$ cat src/design/hxl_pkg.sv
// ----------------------------------------------------------------------------
// hxl_pkg: shared types and constants for the hex text configuration loader
// Holds the group size, character codes, the sequencer state type, the
// control structs between the submodules and the hex digit decoder.
// ----------------------------------------------------------------------------
package hxl_pkg;

  // Digits that close a group on their own.
  localparam int DIGITS_PER_GROUP = 8;
  // A group never counts past DIGITS_PER_GROUP digits, capped at sixteen.
  localparam int GROUP_LIMIT = (DIGITS_PER_GROUP < 16) ? DIGITS_PER_GROUP : 16;
  localparam int CNT_W = $clog2(GROUP_LIMIT + 1);

  localparam int WORD_W       = 32;
  localparam int NIBBLES      = 8;
  localparam int MAX_BITS     = 32;
  localparam int BIT_CNT_W    = 6;
  localparam int S_TDATA_W    = 16;
  localparam int M_TDATA_W    = 40;

  localparam logic [7:0] CHAR_CR = 8'h0D;
  localparam logic [7:0] CHAR_LF = 8'h0A;

  typedef enum logic {
    ST_IDLE,
    ST_SHIFT
  } state_t;

  // Control of the digit packer.
  typedef struct packed {
    logic take;
    logic clear;
  } pack_ctl_t;

  // Control of the serial shifter.
  typedef struct packed {
    logic load;
    logic step;
  } shift_ctl_t;

  // Value of one hex character; anything that is not a hex digit counts as 0.
  function automatic logic [3:0] hex_value(input logic [7:0] ch);
    logic [3:0] v;
    v = '0;
    if (ch >= 8'h30 && ch <= 8'h39) begin
      v = 4'(ch - 8'h30);
    end else if (ch >= 8'h61 && ch <= 8'h66) begin
      v = 4'(ch - 8'h61 + 8'd10);
    end else if (ch >= 8'h41 && ch <= 8'h46) begin
      v = 4'(ch - 8'h41 + 8'd10);
    end
    return v;
  endfunction

  // Serial bits for a group: four per digit, at most one full word.
  function automatic logic [BIT_CNT_W-1:0] bit_count(input logic [CNT_W-1:0] digits);
    logic [6:0] nb;
    nb = 7'(digits) << 2;
    if (nb > 7'(MAX_BITS)) begin
      return BIT_CNT_W'(MAX_BITS);
    end
    return nb[BIT_CNT_W-1:0];
  endfunction

endpackage

$ cat src/design/hxl_pack.sv
// ----------------------------------------------------------------------------
// hxl_pack: hex digit packer
// Keeps the word under assembly and the digit count of the current group.
// Digit pairs form bytes, high nibble first, bytes filling from the low end.
// ----------------------------------------------------------------------------
module hxl_pack (
  input  logic                      clk,
  input  logic                      rst,
  input  hxl_pkg::pack_ctl_t        ctl,
  input  logic [7:0]                char_code,
  output logic [hxl_pkg::WORD_W-1:0] word,
  output logic [hxl_pkg::CNT_W-1:0]  count,
  output logic [hxl_pkg::WORD_W-1:0] word_dig,
  output logic [hxl_pkg::CNT_W-1:0]  count_inc
);

  logic [4:0] cnt5;
  logic [2:0] nib_idx;
  logic [3:0] digit;

  // Word and count as they stand once the current character is taken.
  always_comb begin
    cnt5      = 5'(count);
    nib_idx   = {cnt5[2:1], ~cnt5[0]};
    digit     = hxl_pkg::hex_value(char_code);
    count_inc = count + hxl_pkg::CNT_W'(1);
    word_dig  = word;
    if (cnt5 < 5'd8) begin
      word_dig = word | (hxl_pkg::WORD_W'(digit) << {nib_idx, 2'b00});
    end
  end

  // A group end clears the packer, even when its last digit arrives with it.
  always_ff @(posedge clk) begin
    if (rst) begin
      word  <= '0;
      count <= '0;
    end else if (ctl.clear) begin
      word  <= '0;
      count <= '0;
    end else if (ctl.take) begin
      word  <= word_dig;
      count <= count_inc;
    end
  end

endmodule

$ cat src/design/hxl_shift.sv
// ----------------------------------------------------------------------------
// hxl_shift: serial shifter
// Holds a copy of the finished word and shifts it out one bit per step,
// least significant bit first, counting down the bits that remain.
// ----------------------------------------------------------------------------
module hxl_shift (
  input  logic                          clk,
  input  logic                          rst,
  input  hxl_pkg::shift_ctl_t           ctl,
  input  logic [hxl_pkg::WORD_W-1:0]    load_word,
  input  logic [hxl_pkg::BIT_CNT_W-1:0] load_bits,
  output logic                          bit_out,
  output logic                          final_bit
);

  logic [hxl_pkg::WORD_W-1:0]    sh;
  logic [hxl_pkg::BIT_CNT_W-1:0] remain;

  // Bit register; payload only.
  always_ff @(posedge clk) begin
    if (ctl.load) begin
      sh <= load_word;
    end else if (ctl.step) begin
      sh <= sh >> 1;
    end
  end

  // Count of bits still to go.
  always_ff @(posedge clk) begin
    if (rst) begin
      remain <= '0;
    end else if (ctl.load) begin
      remain <= load_bits;
    end else if (ctl.step) begin
      remain <= remain - hxl_pkg::BIT_CNT_W'(1);
    end
  end

  assign bit_out   = sh[0];
  assign final_bit = (remain == hxl_pkg::BIT_CNT_W'(1));

endmodule

$ cat src/design/hex_text_fpga_config_loader.sv
// ----------------------------------------------------------------------------
// hex_text_fpga_config_loader: hex text to configuration data converter
// Timing: a word-mode result is valid in the cycle after its closing character
// is taken; in serial mode the word is loaded into the shifter, then each bit
// passes through the output register, one bit a cycle while the sink keeps up.
// Throughput: one character a cycle while the output register is free, except that
// the character closing a serial group keeps s_tready low until the one shifter
// has sent the group's last bit, one bit a cycle while the sink keeps up.
// Reset: synchronous; clears the packer, halt flag and output valid, serial mode on.
// ----------------------------------------------------------------------------
module hex_text_fpga_config_loader (
  input  logic        clk,
  input  logic        rst,
  // Configuration: bit 0 is serial_mode.
  input  logic        cfg_valid,
  output logic        cfg_ready,
  input  logic        cfg_data,
  // Input characters.
  input  logic        s_tvalid,
  output logic        s_tready,
  input  logic [15:0] s_tdata,   // char_code[7:0], init_flag[8], zero fill
  // Results.
  output logic        m_tvalid,
  input  logic        m_tready,
  output logic [39:0] m_tdata,   // out_data[31:0], init_error[32], zero fill
  output logic        m_tuser,   // is_word
  output logic        m_tlast
);

  hxl_pkg::state_t   state, state_next;
  hxl_pkg::pack_ctl_t  pack_ctl;
  hxl_pkg::shift_ctl_t shift_ctl;

  logic                            serial_mode;
  logic                            halted;
  logic                            set_halt;
  logic [7:0]                      char_code;
  logic                            init_flag;
  logic [hxl_pkg::WORD_W-1:0]      word, word_dig, em_word;
  logic [hxl_pkg::CNT_W-1:0]       count, count_inc, em_cnt;
  logic                            bit_out, final_bit;
  logic                            out_free, accept, term, emit;
  logic                            out_load;
  logic [hxl_pkg::WORD_W-1:0]      out_data_next;
  logic                            out_err_next, out_word_next, out_last_next;

  assign char_code = s_tdata[7:0];
  assign init_flag = s_tdata[8];

  // Configuration register, always ready.
  assign cfg_ready = 1'b1;
  always_ff @(posedge clk) begin
    if (rst) begin
      serial_mode <= 1'b1;
    end else if (cfg_valid) begin
      serial_mode <= cfg_data;
    end
  end

  hxl_pack u_pack (
    .clk       (clk),
    .rst       (rst),
    .ctl       (pack_ctl),
    .char_code (char_code),
    .word      (word),
    .count     (count),
    .word_dig  (word_dig),
    .count_inc (count_inc)
  );

  hxl_shift u_shift (
    .clk       (clk),
    .rst       (rst),
    .ctl       (shift_ctl),
    .load_word (em_word),
    .load_bits (hxl_pkg::bit_count(em_cnt)),
    .bit_out   (bit_out),
    .final_bit (final_bit)
  );

  assign out_free = !m_tvalid || m_tready;
  assign s_tready = (state == hxl_pkg::ST_IDLE) && out_free;
  assign accept   = s_tvalid && s_tready;

  // Group end detection and the group it closes.
  always_comb begin
    term    = (char_code == hxl_pkg::CHAR_CR) || (char_code == hxl_pkg::CHAR_LF);
    em_word = term ? word : word_dig;
    em_cnt  = term ? count : count_inc;
    emit    = term ? (count != '0) : (count_inc >= hxl_pkg::CNT_W'(hxl_pkg::GROUP_LIMIT));
  end

  // Sequencer: next state, packer and shifter control, output loading.
  always_comb begin
    state_next     = state;
    pack_ctl       = '0;
    shift_ctl      = '0;
    set_halt       = 1'b0;
    out_load       = 1'b0;
    out_data_next  = '0;
    out_err_next   = 1'b0;
    out_word_next  = 1'b0;
    out_last_next  = 1'b0;
    unique case (state)
      hxl_pkg::ST_IDLE: begin
        if (accept && !halted) begin
          pack_ctl.take  = !term;
          pack_ctl.clear = emit;
          if (emit && serial_mode) begin
            shift_ctl.load = 1'b1;
            state_next     = hxl_pkg::ST_SHIFT;
          end else if (emit) begin
            out_load      = 1'b1;
            out_data_next = em_word;
            out_word_next = 1'b1;
            out_err_next  = !init_flag;
            out_last_next = 1'b1;
            set_halt      = !init_flag;
          end
        end
      end
      hxl_pkg::ST_SHIFT: begin
        if (out_free) begin
          out_load       = 1'b1;
          out_data_next  = hxl_pkg::WORD_W'(bit_out);
          out_last_next  = final_bit;
          shift_ctl.step = 1'b1;
          if (final_bit) begin
            state_next = hxl_pkg::ST_IDLE;
          end
        end
      end
      default: begin
        state_next = hxl_pkg::ST_IDLE;
      end
    endcase
  end

  // State and halt flag.
  always_ff @(posedge clk) begin
    if (rst) begin
      state  <= hxl_pkg::ST_IDLE;
      halted <= 1'b0;
    end else begin
      state <= state_next;
      if (set_halt) begin
        halted <= 1'b1;
      end
    end
  end

  // Output register: valid flag under reset, payload without.
  always_ff @(posedge clk) begin
    if (rst) begin
      m_tvalid <= 1'b0;
    end else if (out_load) begin
      m_tvalid <= 1'b1;
    end else if (m_tready) begin
      m_tvalid <= 1'b0;
    end
  end

  always_ff @(posedge clk) begin
    if (out_load) begin
      m_tdata <= {7'b0, out_err_next, out_data_next};
      m_tuser <= out_word_next;
      m_tlast <= out_last_next;
    end
  end

  // The input is held off while bits are being shifted out.
  assert property (@(posedge clk) disable iff (rst)
    (state == hxl_pkg::ST_SHIFT) |-> !s_tready)
    else $error("input accepted during serial shift");

  // A serial result carries one bit and never an init error.
  assert property (@(posedge clk) disable iff (rst)
    (m_tvalid && !m_tuser) |-> (m_tdata[39:1] == 39'b0))
    else $error("serial result carries more than one bit");

  // A word result always closes its character.
  assert property (@(posedge clk) disable iff (rst)
    (m_tvalid && m_tuser) |-> m_tlast)
    else $error("word result without last");

  // The halt after an init error holds until reset.
  assert property (@(posedge clk) disable iff (rst)
    halted |=> halted)
    else $error("halt released without reset");

endmodule
$ cat config.mk
export PLATFORM = sky130hd
export DESIGN_NAME = hex_text_fpga_config_loader
export DESIGN_NICKNAME = d
export VERILOG_FILES = /design/src/design/hxl_pkg.sv /design/src/design/hxl_pack.sv /design/src/design/hxl_shift.sv /design/src/design/hex_text_fpga_config_loader.sv
export SDC_FILE = /design/constraint.sdc
export NUM_CORES = 1
export LEC_CHECK = 0
export ABC_CLOCK_PERIOD_IN_PS = 3400
export BUFFER_PORTS_ARGS = -buffer_cell sky130_fd_sc_hd__buf_2
export CORE_MARGIN = 3
export CORE_UTILIZATION = 35
export DETAILED_ROUTE_END_ITERATION = 8
export SLEW_MARGIN = 30
export SYNTH_ARGS = -nofsm -noshare
export SYNTH_HDL_FRONTEND = slang
export SYNTH_SLANG_ARGS = --single-unit
export TNS_END_PERCENT = 5
$ cat constraint.sdc
create_clock -name clk -period 3.4 [get_ports clk]
set_input_delay 0.17 -clock clk [delete_from_list [all_inputs] [get_ports clk]]
set_output_delay 0.17 -clock clk [all_outputs]
set_load 0.05 [all_outputs]
==> impl_metrics.json <==
{
  "synth.top_cell.area_share_pct": 40.0,
  "final_common_cell": "nor2_1",
  "crit_path_start_kind": "register",
  "path_max_fanout": 32,
  "portBuffers": 51,
  "rows": 43,
  "finalSetupTns_ns": 0,
  "period_share_pct": 71.1,
  "drive_gt1_share_pct": 27.2,
  "end_kind": "register",
  "die_w_um": 126,
  "cp.required_ns": 3.45,
  "synth_area_leaders": "edfxtp_1, dfxtp_1, mux2_2",
  "hold_ws_ns": 0.0550,
  "hp-class": "in2reg",
  "postSynth.asyncResetShare_pct": 0,
  "p_leak_nw": 2.09,
  "peakVddDrop_mv": 0.389,
  "hold_viol": 0,
  "crit_type": "reg2reg",
  "root_buffer": "clkbuf_16",
  "drt_first_iter_violations": 279,
  "power_density_mw_per_mm2": 562,
  "r2r-start": "u_pack.count[0]",
  "yosysWarnings": 0,
  "post-route-min-period_ns": 2.42,
  "status": "complete, no violations",
  "antenna_found_initial": 0,
  "syn_to_final_growth_pct": 20.6,
  "grt_max_degree": 43,
  "syn_area_mm2": 0.00502,
  "critPathSlowestCell": "dfxtp_1",
  "cts-resized-gates": 0,
  "r2r_cells": 8,
  "synth_edf_count": 67,
  "ys.flop_type": "edfxtp_1",
  "layout.nets": 521,
  "worstPathArrival_ns": 2.46,
  "final_max_slew_viol_count": 0,
  "antenna_cells": 0,
  "cts-buffers-inserted": 17,
  "grt_setup_unrepaired": "no",
  "post-route-drc-count": 0,
  "synthDistinctLibCells": 54,
  "slew_headroom_pct": 45.5,
  "min_path_cells": 2,
  "total_power_w": 0.00341,
  "tightest_slew_ns": 0.811,
  "hp-start": "s_tdata[8]",
  "synth_largest_area_cell": "edfxtp_1",
  "r2r_setup_slack_ns": 0.98,
  "core_area_mm2": 0.0140,
  "cts_tree": "built",
  "grt-ovfl-total": 0,
  "clk_latency_ns": 0.41,
  "initial_utilization_pct": 35.9,
  "grt_pass1_vias": 3409,
  "avgRoutedWirePerCell_um": 15.8,
  "gp_congestion": 0.804,
  "via_count": 3498,
  "worstReg2RegEnd": "u_shift.sh[26]",
  "clock_path_buffers": 2,
  "syn_inst": 437,
  "max_cap_viol_count": 0,
  "die_h_um": 126,
  "slowest_delay_ns": 0.47,
  "grt_usage_pct": 14.2,
  "drt-total-wl_um": 10800,
  "fmax_mhz": 414,
  "dp_hpwl_um": 6860,
  "ys_seq_area_share_pct": 58.4,
  "synth.avg_cell_area_um2": 11.5,
  "clock_skew_ns": 0.00955,
  "ys_ff_latch": 113,
  "hold_end": "m_tdata[32]",
  "path_cells": "inv_1 > ha_1 > nor3b_1 > nand4_1 > o211a_4 > nand2_1 > nand2_1 > buf_4",
  "avgViaCountPerCell": 5.11,
  "ant_nets": 0,
  "layout_common_cells": "nor2_1, edfxtp_1, buf_2",
  "ios": 67,
  "dr.pass1.iters": 4,
  "grt_pass1_wl_um": 17800,
  "worst_path_most_repeated_cell": "nand2_1",
  "die_area_mm2": 0.0158,
  "clkTransAtPathRegs_ns": 0.05,
  "finalSetupViolations": 0,
  "cts_setup_buffers": 0,
  "htree_levels": 4,
  "clock-sinks": 113
}
-- logic make-up after synthesis --
logic type | after synthesis | synth area share (%)
xor+xnor | 8 | 1.39
flops | 113 | 58.4
mux | 29 | 6.57
simple gates | 133 | 12.9
buf+inv | 51 | 5.58
compound gates | 93 | 13.1
other cells | 2 | 0.149
fa+ha+maj | 8 | 1.99
-- power by group --
part	leakage [nW]	internal (W)	switching (W)
sequential	0.944	0.00145	0.00000847
clock	0.304	0.00119	0.000587
combinational	0.844	0.0000466	0.000124
total	2.09	0.00269	0.000720
-- routing by layer --
| layer | track usage (%) | wire (um) | share of wire, % |
|---|---|---|---|
| met1 | 18.6 | 4850 | 45 |
| met2 | 22.6 | 5390 | 50 |
| met3 | 3.69 | 493 | 4.6 |
| met4 | 5.99 | 94 | 0.87 |
| met5 | 0 | 0 | 0 |
-- sequential cells by signal, summed over array words and instances, names as in the netlist, 4 cells and up --
register and flops:
u_pack.count 4, m_tdata 33, u_pack.word 32, u_shift.remain 6, u_shift.sh 32
-- worst max-delay path, delay by kind of cell, from the launching register on --
kind / cells / cell delay [ns]
adders and majority gates: 1 / 0.22
and+or+nand+nor: 4 / 0.59
AOI/OAI and AO/OA: 1 / 0.21
DFF: 1 / 0.47
buffers and inverters: 2 / 0.57
-- repair_timing --
action / 4_1_cts / 5_1_grt
hold buffers: 2 / 0
endpoints found under the setup margin: 0 / 0
hold endpoints to repair: 1 / 0
-- per-stage QoR --
step           instance area, um^2  util [%]  worst slack, ns  cells
6_report                      6060      43.3            0.984    684
5_1_grt                       6060      43.3            0.808    684
4_1_cts                       6060      43.3            0.964    684
3_5_place_dp                  5430      38.8             1.00    650
3_3_place_gp                  5420      38.7             1.07    650
2_1_floorplan                 5050         -            0.669    443
-- cells in the mapped netlist (2+ instances only) --
library cell	instances
a211oi_1	3
a21oi_1	24
a21oi_2	2
a31oi_1	25
a41oi_1	17
and3_1	3
and4_1	3
buf_2	11
buf_4	8
buf_6	6
clkbuf_1	11
conb_1	2
dfxtp_1	46
edfxtp_1	67
ha_1	8
inv_1	15
mux2_2	28
nand2_1	10
nand2b_1	4
nand3_1	6
nand4_1	7
nor2_1	74
nor3_1	10
nor3b_1	3
nor4_1	4
o21a_1	3
o21ai_0	3
o21bai_1	2
xnor2_1	5
xor2_1	3
-- how the worst max path moves through the flow --
stage	start	end	cells past startpoint
2_1_floorplan	m_tvalid	m_tdata[0]	5
3_3_place_gp	u_pack.count[0]	u_shift.sh[7]	8
3_5_place_dp	u_pack.count[0]	u_shift.sh[18]	8
4_1_cts	u_pack.count[0]	u_shift.sh[18]	8
5_1_grt	u_pack.count[0]	u_shift.sh[28]	8
6_report	u_pack.count[0]	u_shift.sh[26]	8
-- area by class of cell --
| cell class | instances | area, um^2 |
|---|---|---|
| fill | 1312 | 7930 |
| inverter | 15 | 56.3 |
| multi-input combinational | 279 | 1860 |
| clock buffer | 23 | 509 |
| timing repair buffer | 65 | 378 |
| tap | 180 | 225 |
| sequential | 113 | 2930 |
| clock inverter | 9 | 101 |
No activity file was read; power rests on OpenSTA's default activity.
